### src/rtl/psrl_pkg.sv
// Package for the per-source rate limiter: word types, token and finish
// structs, configuration register codes and the window-end saturation helper.
// No dependencies.
package psrl_pkg;

    localparam int TIME_W   = 48;
    localparam int ADDR_W   = 32;
    localparam int COUNT_W  = 17;
    localparam int CFG_W    = 16;
    localparam int CFG_IDX_W = 8;

    localparam logic [COUNT_W-1:0] COUNT_MAX   = {COUNT_W{1'b1}};
    localparam logic [CFG_W-1:0]   PERIOD_RESET = 16'd1000;
    localparam logic [CFG_W-1:0]   LIMIT_RESET  = 16'd0;

    // Configuration register indexes.
    localparam logic [CFG_IDX_W-1:0] CFG_RATE_LIMIT = 8'd0;
    localparam logic [CFG_IDX_W-1:0] CFG_PERIOD_MS  = 8'd1;

    typedef struct packed {
        logic [ADDR_W-1:0] source_addr;
        logic [TIME_W-1:0] now_ms;
    } t_in_word;

    typedef struct packed {
        logic allowed;
        logic table_full;
    } t_out_word;

    // Search token that walks down the row of slot cells.
    typedef struct packed {
        logic valid;
        logic match_seen;
        logic free_seen;
        logic allowed;
    } t_tok;

    // Broadcast that closes a search: claim tells the reserved cell to store.
    typedef struct packed {
        logic valid;
        logic claim;
    } t_fin;

    // Saturate a 49-bit sum to the 48-bit time range.
    function automatic logic [TIME_W-1:0] sat_time(input logic [TIME_W:0] v);
        logic [TIME_W-1:0] r;
        r = v[TIME_W] ? {TIME_W{1'b1}} : v[TIME_W-1:0];
        return r;
    endfunction

endpackage

### src/rtl/psrl_cell.sv
// One slot of the source table: holds a source, its window end and count.
// Depends on psrl_pkg.
module psrl_cell (
    input  logic                            i_clk,
    input  logic                            i_rst_n,
    input  psrl_pkg::t_in_word              i_req,
    input  logic [psrl_pkg::CFG_W-1:0]      i_period,
    input  logic [psrl_pkg::CFG_W-1:0]      i_limit,
    input  psrl_pkg::t_tok                  i_tok,
    input  psrl_pkg::t_fin                  i_fin,
    output psrl_pkg::t_tok                  o_tok
);

    logic                              r_used, n_used;
    logic                              r_cand, n_cand;
    logic [psrl_pkg::ADDR_W-1:0]       r_source, n_source;
    logic [psrl_pkg::TIME_W-1:0]       r_end, n_end;
    logic [psrl_pkg::COUNT_W-1:0]      r_count, n_count;
    psrl_pkg::t_tok                    r_tok, n_tok;

    logic [psrl_pkg::TIME_W:0]         w_end_plus;
    logic [psrl_pkg::TIME_W:0]         w_now_plus;
    logic [psrl_pkg::COUNT_W-1:0]      w_count_inc;
    logic                              w_live;
    logic                              w_hit;

    assign w_end_plus = {1'b0, r_end} + (psrl_pkg::TIME_W+1)'(i_period);
    assign w_now_plus = {1'b0, i_req.now_ms} + (psrl_pkg::TIME_W+1)'(i_period);
    assign w_live = r_used && ({1'b0, i_req.now_ms} < w_end_plus);
    assign w_hit  = w_live && (r_source == i_req.source_addr);
    assign w_count_inc = (r_count == psrl_pkg::COUNT_MAX) ? r_count
                                                          : r_count + 1'b1;

    always_comb begin
        n_used   = r_used;
        n_cand   = r_cand;
        n_source = r_source;
        n_end    = r_end;
        n_count  = r_count;
        n_tok    = i_tok;
        if (i_tok.valid) begin
            if (w_hit && !i_tok.match_seen) begin
                n_tok.match_seen = 1'b1;
                if (i_req.now_ms > r_end) begin
                    n_end   = psrl_pkg::sat_time(w_end_plus);
                    n_count = psrl_pkg::COUNT_W'(1);
                end else begin
                    n_count       = w_count_inc;
                    n_tok.allowed = (w_count_inc <= psrl_pkg::COUNT_W'(i_limit));
                end
            end else if (!w_live && !i_tok.free_seen) begin
                // First free or stale slot is reserved until the search ends.
                n_tok.free_seen = 1'b1;
                n_cand          = 1'b1;
            end
        end
        if (i_fin.valid) begin
            if (i_fin.claim && r_cand) begin
                n_used   = 1'b1;
                n_source = i_req.source_addr;
                n_end    = psrl_pkg::sat_time(w_now_plus);
                n_count  = psrl_pkg::COUNT_W'(1);
            end
            n_cand = 1'b0;
        end
    end

    always_ff @(posedge i_clk) begin
        if (!i_rst_n) begin
            r_used    <= 1'b0;
            r_cand    <= 1'b0;
            r_tok     <= '0;
        end else begin
            r_used    <= n_used;
            r_cand    <= n_cand;
            r_tok     <= n_tok;
        end
    end

    always_ff @(posedge i_clk) begin
        r_source <= n_source;
        r_end    <= n_end;
        r_count  <= n_count;
    end

    assign o_tok = r_tok;

endmodule

### config.mk
export PLATFORM = sky130hd
export DESIGN_NAME = psrl_cell
export DESIGN_NICKNAME = d
export VERILOG_FILES = /design/src/rtl/psrl_pkg.sv /design/src/rtl/psrl_cell.sv
export SDC_FILE = /design/constraint.sdc
export NUM_CORES = 1
export LEC_CHECK = 0
export ABC_CLOCK_PERIOD_IN_PS = 6100
export BUFFER_PORTS_ARGS = -buffer_cell sky130_fd_sc_hd__buf_2
export CAP_MARGIN = 25
export CORE_ASPECT_RATIO = 0.5
export CORE_UTILIZATION = 55
export DETAILED_ROUTE_END_ITERATION = 6
export GPL_ROUTABILITY_DRIVEN = 0
export PLACE_DENSITY = 0.76
export SYNTH_ARGS = -nofsm -noshare
export SYNTH_HDL_FRONTEND = slang
export SYNTH_SLANG_ARGS = --single-unit
### constraint.sdc
create_clock -name i_clk -period 6.1 [get_ports i_clk]
set_input_delay 1.22 -clock i_clk [delete_from_list [all_inputs] [get_ports i_clk]]
set_output_delay 1.22 -clock i_clk [all_outputs]
set_load 0.02 [all_outputs]
[Word-level counts from Yosys, hierarchy flattened]
Index checks and enable logic that the tools add are counted.
Cells by class
  add/subtract/negate cells: 3
  multipliers: 0
  divide/modulo/power cells: 0
  magnitude comparators: 3
  equal/unequal tests: 2
  shift operators: 0
  muxes and demuxes: 19
  bitwise logic cells: 2
  reduce and logical (&&, ||, !) cells: 11
Operators with widths (number)
  2-to-1 mux 48 bit: 7
  2-to-1 mux 17 bit: 6
  adder 48 x 16 -> 49 bit: 2
  less-than comparator 48 x 49 -> 1 bit: 1
  > comparator 48 bit: 1
  equality test 32 bit: 1
  adder 17 x 1 -> 17 bit, second input constant: 1
  equality test 17 bit, second input constant: 1
  <= comparator 17 x 16 -> 1 bit: 1
  logical AND 1 bit: 5
  2-to-1 mux 1 bit: 5
  logical NOT 1 bit: 3
  2-to-1 mux 3 bit: 1
  AND reduction 3 bit: 1
  NOT 1 bit: 2
  AND reduction 2 bit: 1
  OR reduction 2 bit: 1
Storage, ports and cells
  bits in registers: 103
  bits in latches: 0
  memory bits (writable): 0
  memory bits (read-only): 0
  input port bits: 120
  output and inout port bits: 4
  word-level logic and storage cells: 49
  memories: 0

[Depth between registers and ports, before layout]
Gate-level depths: netlist of run 1.
  depth after elaboration: 9
  depth in mapped cells: 23
  gate-level depth less buffers: 20

[Worst setup path before layout of run 1]
No wires, ideal clock.
  path type: in2reg
  start: in i_period[0] in the netlist's numbering
  end: reg r_count[9] in the netlist's numbering
  setup time: 0.090 ns
  arrival time: 5.536 ns
  data required time: 6.010 ns
  path slack: 0.473 ns
  stages on the path: 19
  path buffers: 1
  cells stage by stage: ha_1 -> fa_1 -> a21o_1 -> a31o_2 -> o211a_1 -> o31a_2 -> and3_1 -> clkbuf_1 -> nand3_1 -> xnor2_1 -> ha_1 -> and4_1 -> a221oi_1 -> nor2b_1 -> o31ai_2 -> a21oi_2 -> nand2b_4 -> or4b_1 -> a21oi_1
On the way
  cells in the longest elaborated chain, start to end: 9
Ends and longest elaborated chain
  start: declaration: line psrl_cell.sv:7  | input logic [psrl_pkg::CFG_W-1:0] i_period,
  adder 48 x 16 -> 49 bit *: line psrl_cell.sv:27  | assign w_end_plus = {1'b0, r_end} + (psrl_pkg::TIME_W+1)'(i_period);
  less-than comparator 48 x 49 -> 1 bit *: line psrl_cell.sv:29  | assign w_live = r_used && ({1'b0, i_req.now_ms} < w_end_plus);
  logical AND 1 bit *: line psrl_cell.sv:29
  logical AND 1 bit *: line psrl_cell.sv:30  | assign w_hit = w_live && (r_source == i_req.source_addr);
  logical AND 1 bit *: line psrl_cell.sv:42  | if (w_hit && !i_tok.match_seen) begin
  2-to-1 mux 17 bit *: line psrl_cell.sv:42
  2-to-1 mux 17 bit *: line psrl_cell.sv:41  | if (i_tok.valid) begin
  2-to-1 mux 17 bit: line psrl_cell.sv:58  | if (i_fin.claim && r_cand) begin
  2-to-1 mux 17 bit *: line psrl_cell.sv:57  | if (i_fin.valid) begin
  net n_count (one bit): line psrl_cell.sv:18  | logic [psrl_pkg::COUNT_W-1:0] r_count, n_count;
  end signal: assignment: line psrl_cell.sv:83  | r_count <= n_count;
  end: declaration: line psrl_cell.sv:18
The timed path passes the listed nets; every way through them passes the cells marked *.
A chain may end at the register's enable or synchronous reset.

[Final worst setup path of run 1]
  start: in i_period[0] in the netlist's numbering
  end: reg r_end[21] in the netlist's numbering
On the way
  cells in the longest elaborated chain, start to end: 9
  elaborated cells on any way between the ends: 13
  those cells by class: add/sub (2); order compare (1); mux (7); reduce/logical (3)
Ends and longest elaborated chain
  adder 48 x 16 -> 49 bit: line psrl_cell.sv:27
  less-than comparator 48 x 49 -> 1 bit: line psrl_cell.sv:29
  logical AND 1 bit: line psrl_cell.sv:29
  logical AND 1 bit: line psrl_cell.sv:30
  logical AND 1 bit: line psrl_cell.sv:42
  2-to-1 mux 48 bit: line psrl_cell.sv:42
  2-to-1 mux 48 bit: line psrl_cell.sv:41
  2-to-1 mux 48 bit: line psrl_cell.sv:58
  2-to-1 mux 48 bit *: line psrl_cell.sv:57
  net n_end (one bit): line psrl_cell.sv:17  | logic [psrl_pkg::TIME_W-1:0] r_end, n_end;
  end signal: assignment: line psrl_cell.sv:82  | r_end <= n_end;
  end: declaration: line psrl_cell.sv:17
Marks and branches as above.

==> results of run 1 <==
## worst max-delay path, cell delays in order
cell and delay (ps):
buf_2 110, ha_1 220, fa_1 420, a21o_1 190, a31o_2 260, o211a_1 270, or3_1 400, and3_1 260
nand2_1 90, xnor2_1 70, ha_1 320, nand4_1 150, nor4_1 370, o21ai_1 250, a311oi_1 340, nor3_1 120
o221ai_2 330, o21a_1 200, buf_4 200, nor2_1 70, o221a_2 250
## path summary, 6_finish.rpt
kind                  to  slack [ps]   startpoint  cells after the start
min          r_count[12]         490  r_count[12]                      2
min reg2reg  r_count[12]         490  r_count[12]                      2
max reg2reg    r_end[21]         890     r_end[0]                     20
max            r_end[21]         260  i_period[0]                     21
## area by class of cell
type	count	area share
clock buffers	9	0.0190
clock inverters	7	0.00781
inverters	78	0.0247
multi-input cells	1020	0.637
flip-flops and latches	103	0.201
well taps	259	0.0273
repair buffers	167	0.0835
## metrics by stage
step,setup WS (ps),std cells,total power [mW]
after global placement,-39.6,1625,2.33
after floorplan,473,1238,1.96
final,258,1643,3.07
after CTS,225,1642,3.03
after detailed placement,-149,1626,2.39
after global routing,2.27,1643,3.28
## power groups by stage
| stage | clock (mW) | sequential [mW] | combinational (mW) |
|---|---|---|---|
| floorplan | 0 | 0.886 | 1.08 |
| finish | 0.645 | 0.915 | 1.51 |
| detailed placement | 0 | 0.923 | 1.46 |
| CTS | 0.648 | 0.908 | 1.47 |
| global placement | 0 | 0.919 | 1.41 |
| global route | 0.677 | 0.926 | 1.67 |
## registers in the layout (all words and copies together) (netlist names)
name      flops
r_end        48
r_source     32
r_count      17
o_tok         4
r_cand        1
r_used        1
## synthesized netlist by cell type, types with 10 or more instances
library cell / count
nor4_1: 14
ha_1: 144
clkbuf_1: 15
buf_2: 16
nor2_1: 70
xnor2_1: 108
a211oi_1: 30
and4_1: 13
nor3_1: 45
nand3_1: 59
inv_1: 73
dfxtp_1: 71
a311oi_1: 10
nand2_1: 94
nand4_1: 42
o21ai_0: 51
xor2_1: 26
edfxtp_1: 32
and3_1: 34
nor2b_1: 18
a21o_1: 17
a21oi_1: 83
o21a_1: 15
## layer usage
layer / vias to the layer above / wire length (µm) / global-route usage
met1: 4822 / 13700 / 0.422
li1: 4904 / - / -
met2: 483 / 13900 / 0.531
met5: - / 0 / 0
met4: 0 / 788 / 0.110
met3: 69 / 2660 / 0.0573
## cells by family after synthesis
| group | count (synthesis) | synth area share |
|---|---|---|
| and+or+nand+nor | 439 | 0.227 |
| AOI/OAI and AO/OA | 300 | 0.207 |
| adders and majority gates | 146 | 0.177 |
| xor gates and xnor gates | 134 | 0.113 |
| buffers and inverters | 115 | 0.0473 |
| DFF | 103 | 0.229 |
| muxes | 1 | 0.00108 |
==> reports/results.txt, run 1 <==
commonest non-fill, non-tap cell in the layout: ha_1
multi-input logic area: 7550 µm²
Power Dens Cells: 258 nW/µm²
Final Core Density: 0.642
Area Overhead vs Synth: 13.9%
max_slew headroom: 0.313
CTS tree: done
sw frac: 0.417
first-pass GRT wire length: 49900 µm
# setup viols final: 0
Sum Neg Setup Slack: 0 ps
clock power share: 0.210
part of the power in registers: 0.298
Distinct cells, synth: 91
unrepaired setup endpoints after global routing: no
Int Pwr: 1.79 mW
Die W: 197 µm
layout net count: 1645
CP arrival: 6110 ps
Ys Warns: 0
Synth async-reset ratio: 0
final max-slew violation count: 0
Starting Density: 0.563
die area: 19500 µm²
grt total ovfl: 0
n_diodes: 0
outcome: finished, final reports clean
Critical Path End Type: register
hold buffers post-CTS: 0
clock sinks: 103
Comb power frac: 0.491
postcts setup bufs: 0
Synth Net Count: 1504
Net Sw Power: 1.28 mW
Critical Path Fanout Max: 8
Post-Syn Instances: 1238
top-area cell type share of the netlist area: 0.173
DRC Markers: 0
Worst-Margin Slew: 1030 ps
CP required: 6370 ps
register bit count reported by yosys: 103
Pleak: 5.03 nW
MaxCap Viol Count: 0
Root Driver: clkbuf_16
most frequent cells in the layout: ha_1, buf_2, xnor2_1
layout cells sized above 1: 0.173
DR vias: 10300
hold crit path type: register to register
main area contributors after synthesis: ha_1, dfxtp_1, edfxtp_1
# H-tree levels: 3
CTS buffer count: 9
DR pass1 iterations: 5
fin crit period: 5840 ps
Wirelength per Cell: 18.9 µm
Seq/Total Area, Yosys: 0.229
largest area contributor in the netlist: ha_1
design area: 11900 µm²
Via density: 6.26
Worst VDD drop: 0.150 mV
# fillers: 1603
Port Buf Inserts: 123
final hold violation count: 0
Syn Area/Cell: 8.41 µm²
Worst-path clk slew: 90 ps
worst skew pair latency: 370 ps
post-synthesis cell area: 10400 µm²
Peak Freq: 171 MHz
vias in the first global route: 9877
DRT iter0 DRCs: 779
sequential standard cell area: 2380 µm²
Setup Skew: 18.4 ps
clock tree buffer depth: 2
total global routing track utilization: 0.320
Routed Antenna Nets: 0
DRT Wirelength: 31000 µm
Worst setup SP type: input pin
largest net degree at the start of global routing: 79
Core Area: 18500 µm²
initial antenna violation count: 0
post-DP HPWL: 24200 µm
commonest register cell after synthesis: dfxtp_1
placed instance area: 11500 µm²
# IOs: 124
period utilisation layout: 0.958
CP Class: input pin to register
hold_ws: 491 ps
number of synthesized flops with an enable pin: 32
die height: 99.3 µm
CTS resizes: 0
row count: 35
(Power assumes the default switching activity.)
==> run 2: changes to the inputs <==
CORE_UTILIZATION = 50   (was 55)
PLACE_DENSITY = 0.7   (was 0.76)
==> reports/results.txt, run 2 (same netlist as run 1, synthesis figures left out) <==
Levels on crit path: 21 (unchanged)
Critical Path Fanout Max: 7 (-1)
Wirelength per Cell: 19.1 µm (+1.3%)
Worst-Margin Slew: 1020 ps (-7.29 ps)
Worst VDD drop: 0.128 mV (-15%)
slowest cell on the critical path: a311oi_1
Die W: 206 µm (+4.8%)
worst skew pair latency: 360 ps (about the same)
CTS tree: done
row count: 36 (+2.9%)
CP required: 6360 ps (about the same)
Worst-path clk slew: 80 ps (about the same)
DRT iter0 DRCs: 940 (+21%)
Most flops, register: r_end
Final Total Pwr: 3.04 mW (-0.88%)
Pleak: 5.10 nW (+1.4%)
met1 WL: 14600 µm (+7.0%)
Via density: 6.16 (-1.5%)
die area: 21400 µm² (+9.8%)
slowest stage delay, CP: 420 ps (about the same)
Core Area: 19900 µm² (+7.7%)
Starting Density: 0.523 (-0.0404)
vias in the first global route: 10200 (+3.5%)
unrepaired setup endpoints after global routing: no
initial antenna violation count: 1 (+1)
Routed met2 length: 14400 µm (+3.7%)
# setup viols final: 0 (unchanged)
top sig layer: met4
DRT Wirelength: 31900 µm (+2.9%)
layout cells sized above 1: 0.183 (+0.0106)
Worst setup SP type: input pin
CTS buffer count: 9 (unchanged)
grt total ovfl: 0 (unchanged)
final hold violation count: 0 (unchanged)
WHS Path Cells: 2 (unchanged)
cells on worst reg2reg path: 20 (unchanged)
# fillers: 1788 (+12%)
Critical Path End Type: register
post-DP HPWL: 25300 µm (+4.5%)
Sum Neg Setup Slack: 0 ps (unchanged)
clock sinks: 103 (unchanged)
MaxCap Viol Count: 0 (unchanged)
period utilisation layout: 0.972 (+0.0145)
Root Driver: clkbuf_16
total global routing track utilization: 0.300 (-0.0206)
DRC Markers: 0 (unchanged)
DR vias: 10300 (+0.068%)
Peak Freq: 169 MHz (-1.5%)
postcts setup bufs: 0 (unchanged)
Power Dens Cells: 254 nW/µm² (-1.8%)
hold_ws: 493 ps (+2.71 ps)
Setup Skew: 14.6 ps (-3.84 ps)
CP arrival: 6190 ps (+80 ps)
largest net degree at the start of global routing: 79 (unchanged)
max_slew headroom: 0.318 (+0.00486)
crit path cell chain: buf_2 > ha_1 > fa_1 > a21o_1 > a31o_2 > o211a_1 > or3_1 > and3_1 > nand2_1 > xnor2_1 > ha_1 > nand4_1 > nor4_1 > o21ai_1 > a311oi_1 > o31ai_2 > a21oi_2 > nor3_2 > buf_4 > a311o_1 > and3_1
commonest non-fill, non-tap cell in the layout: ha_1
# H-tree levels: 3 (unchanged)
Routed Antenna Nets: 0 (unchanged)
biggest regs: r_end x48, r_source x32, r_count x17
Port Buf Inserts: 123 (unchanged)
first-pass GRT wire length: 51500 µm (+3.1%)
most frequent cells in the layout: ha_1, buf_2, xnor2_1
die height: 104 µm (+4.8%)
hold crit path type: register to register
layout net count: 1663 (+1.1%)
final max-slew violation count: 0 (unchanged)
WL met3: 2110 µm (-21%)
CP Class: input pin to register
Area Overhead vs Synth: 15.0%
max FFs per register: 48 (unchanged)
top cell family by delay on the critical path: compound AO/OA/AOI/OAI gates
fin crit period: 5930 ps (+88.7 ps)
# IOs: 124 (unchanged)
clock tree buffer depth: 2 (unchanged)
buffers and inverters on the worst path: 2 (unchanged)
DR pass1 iterations: 6 (+1)
outcome: finished, final reports clean
[run 2: cell types whose count changed in the layout (fill, tap and decap cells not counted), sizes merged]
cell and delta:
buf +18, diode +1, inv -1, clkinvlp +2
bufinv -1
[run 2: power breakdown]
part	switching [mW]	internal, mW
clock network	0.297	0.286
registers	0.109	0.804
logic	0.872	0.671
[run 2: final timing paths]
| path | endpoint | startpoint | slack (ps) |
|---|---|---|---|
| max reg2reg | r_end[40] | r_end[0] | 820 |
| min | r_count[12] | r_count[12] | 490 |
| min reg2reg | r_count[12] | r_count[12] | 490 |
| max | r_end[40] | i_period[0] | 170 |
[run 2: worst register-to-register path, stage by stage, from the launching register on]
cell	delay, ps
dfxtp_1	340
ha_1	210
fa_1	400
a21o_1	190
a31o_2	270
o211a_1	260
or3_1	400
and3_1	270
nand2_1	90
xnor2_1	70
ha_1	310
nand4_1	170
nor4_1	410
o21ai_1	220
a311oi_1	430
o31ai_2	120
a21oi_2	220
nor3_2	100
buf_4	200
a311o_1	340
and3_1	170
[run 2: what timing repair did]
item                                    CTS  global route
endpoints found under the hold margin     0             0
resized for setup                         0             3
endpoints found under the setup margin    0            41
hold buffers                              0             0
[run 2: per-stage QoR]
step | area [µm²] | cells | utilization | setup WS (ps)
after global routing | 12000 | 1669 | 0.601 | 1.29
after floorplan | 10400 | 1238 | - | 473
after detailed placement | 11700 | 1652 | 0.586 | -198
after global placement | 11700 | 1651 | 0.586 | -40.1
final | 12000 | 1669 | 0.601 | 169
after CTS | 12000 | 1668 | 0.601 | 181
[run 2: cell type report]
class	instances	area (µm²)	area share
diodes	1	2.50	0.000209
clock buffers	9	225	0.0188
well taps	266	333	0.0278
inverters	78	293	0.0245
clock inverters	7	61.3	0.00512
repair buffers	185	1120	0.0935
multi-input cells	1020	7550	0.631
flip-flops and latches	103	2380	0.199
[run 2: per-layer routing]
layer	GRT usage	up-vias
li1	-	4931
met1	0.403	4890
met2	0.494	403
met3	0.0407	61
met4	0.0930	0
met5	0	-
==> run 3: changes to the inputs <==
CELL_PAD_IN_SITES_DETAIL_PLACEMENT = 1   (was unset)
CELL_PAD_IN_SITES_GLOBAL_PLACEMENT = 2   (was unset)
CORE_UTILIZATION = 36   (was 50)
PLACE_DENSITY = unset   (was 0.7)
PLACE_DENSITY_LB_ADDON = 0.1   (was unset)
==> reports/results.txt, run 3 (same netlist as run 1, synthesis figures left out) <==
MaxCap Viol Count: 0 (unchanged)
Final WS setup: 148 ps (-20.6 ps)
Die W: 243 µm (+18%)
initial antenna violation count: 1 (unchanged)
largest net degree at the start of global routing: 79 (unchanged)
# H-tree levels: 3 (unchanged)
first-pass GRT wire length: 57800 µm (+12%)
vias in the first global route: 10600 (+3.3%)
Worst setup SP type: input pin
total global routing track utilization: 0.250 (-0.0492)
CTS buffer count: 9 (unchanged)
CP required: 6290 ps (-70 ps)
CP arrival: 6150 ps (-40 ps)
post-DP HPWL: 29600 µm (+17%)
Port Buf Inserts: 123 (unchanged)
Via density: 5.66 (-8.1%)
slowest stage delay, CP: 420 ps (about the same)
die area: 29600 µm² (+38%)
Pleak: 5.34 nW (+4.8%)
DRC Markers: 0 (unchanged)
Root Driver: clkbuf_16
# fillers: 3417 (+91%)
design area: 12500 µm² (+4.8%)
Area Overhead vs Synth: 20.4%
Critical Path Fanout Max: 4 (-3)
Setup Skew: 13.1 ps (-1.43 ps)
worst skew pair latency: 380 ps (+20 ps)
die height: 122 µm (+18%)
Worst-Margin Slew: 1070 ps (+44.2 ps)
Sum Neg Setup Slack: 0 ps (unchanged)
fin crit period: 5950 ps (+20.6 ps)
DR pass1 iterations: 6 (unchanged)
final hold violation count: 0 (unchanged)
outcome: finished, final reports clean
crit path cell chain: buf_2 > ha_1 > fa_1 > a21o_1 > a31o_2 > o211a_1 > or3_1 > and3_1 > nand2_1 > xnor2_1 > ha_1 > nand4_1 > nor2_1 > a221oi_2 > a21oi_1 > o31ai_2 > buf_4 > nand4_4 > buf_4 > or2_1 > buf_4 > o21ai_0 > a22oi_1
DRT Wirelength: 36900 µm (+16%)
Starting Density: 0.371 (-0.152)
Placement Setup Slack: -363 ps (-166 ps)
# IOs: 124 (unchanged)
placed instance area: 12100 µm² (+3.7%)
DR vias: 10400 (+0.77%)
layout cells sized above 1: 0.213 (+0.0295)
CP most frequent cell: buf_4
hold crit path type: register to register
Wirelength per Cell: 20.2 µm (+5.4%)
Power Dens Cells: 253 nW/µm² (-0.24%)
max FFs per register: 48 (unchanged)
hold_ws: 507 ps (+13.5 ps)
row count: 43 (+19%)
most frequent cells in the layout: ha_1, buf_2, xnor2_1
# setup viols final: 0 (unchanged)
final max-slew violation count: 0 (unchanged)
Final Total Pwr: 3.18 mW (+4.5%)
hold buffers post-CTS: 0 (unchanged)
Core Area: 28100 µm² (+41%)
CTS tree: done
biggest regs: r_end x48, r_source x32, r_count x17
Routed Antenna Nets: 0 (unchanged)
period utilisation layout: 0.976 (+0.00338)
slowest cell on the critical path: fa_1
grt total ovfl: 0 (unchanged)
clock sinks: 103 (unchanged)
DRT iter0 DRCs: 446 (-53%)
Most flops, register: r_end
clock tree buffer depth: 2 (unchanged)
Worst-path clk slew: 80 ps (about the same)
commonest non-fill, non-tap cell in the layout: ha_1
Critical Path End Type: register
Worst VDD drop: 0.127 mV (-1.1%)
max_slew headroom: 0.283 (-0.0349)
CP Class: input pin to register
Peak Freq: 168 MHz (-0.35%)
layout net count: 1708 (+2.7%)
[run 3: changes by cell type in the layout (fill, tap and decap cells not counted), sizes merged]
cell	previous run	this run
buf	185	230
clkinvlp	2	0
clkinv	1	2
inv	82	83
[run 3: metrics by stage]
| stage | std cells | util |
|---|---|---|
| final | 1830 | 0.446 |
| after global routing | 1830 | 0.446 |
| after CTS | 1823 | 0.442 |
| after detailed placement | 1807 | 0.431 |
| after global placement | 1806 | 0.431 |
| after floorplan | 1238 | - |
[run 3: final cells by class]
type                    count  area (µm²)  area share
inverters                  78         293      0.0233
well taps                 382         478      0.0381
clock inverters             7        78.8     0.00629
repair buffers            230        1470       0.118
diodes                      1        2.50    0.000200
clock buffers               9         225      0.0180
multi-input cells        1020        7610       0.607
flip-flops and latches    103        2380       0.190
[run 3: path summary, 6_finish.rpt]
path / cells after the start / start / to / slack (ps)
worst max register to register: 22 / r_end[0] / r_end[38] / 750
worst max-delay path: 23 / i_period[0] / r_end[38] / 150
worst min register to register: 2 / r_count[12] / r_count[12] / 510
worst min-delay path: 2 / r_count[12] / r_count[12] / 510
[run 3: metal layers]
layer  share of wire  routed length [µm]  track usage
met1            0.48               17800        0.337
met3           0.042                1540       0.0324
met5               0                   0            0
met4           0.017                 628       0.0669
met2            0.46               16900        0.425
[run 3: what timing repair did]
action,in CTS,in global routing
gates resized for setup,0,10
setup endpoints to repair,0,67
buffers inserted,0,5
[run 3: worst max-delay path: cells and delay by family]
| family | cells | cell delay [ps] |
|---|---|---|
| adders and majority gates | 3 | 930 |
| buffers and inverters | 4 | 650 |
| xor gates and xnor gates | 1 | 130 |
| AOI/OAI and AO/OA | 8 | 1820 |
| and+or+nand+nor | 7 | 1370 |
[run 3: report_power, final]
part	switching [mW]	internal, mW
clock network	0.331	0.295
logic	0.914	0.720
registers	0.112	0.804
total	1.36	1.82
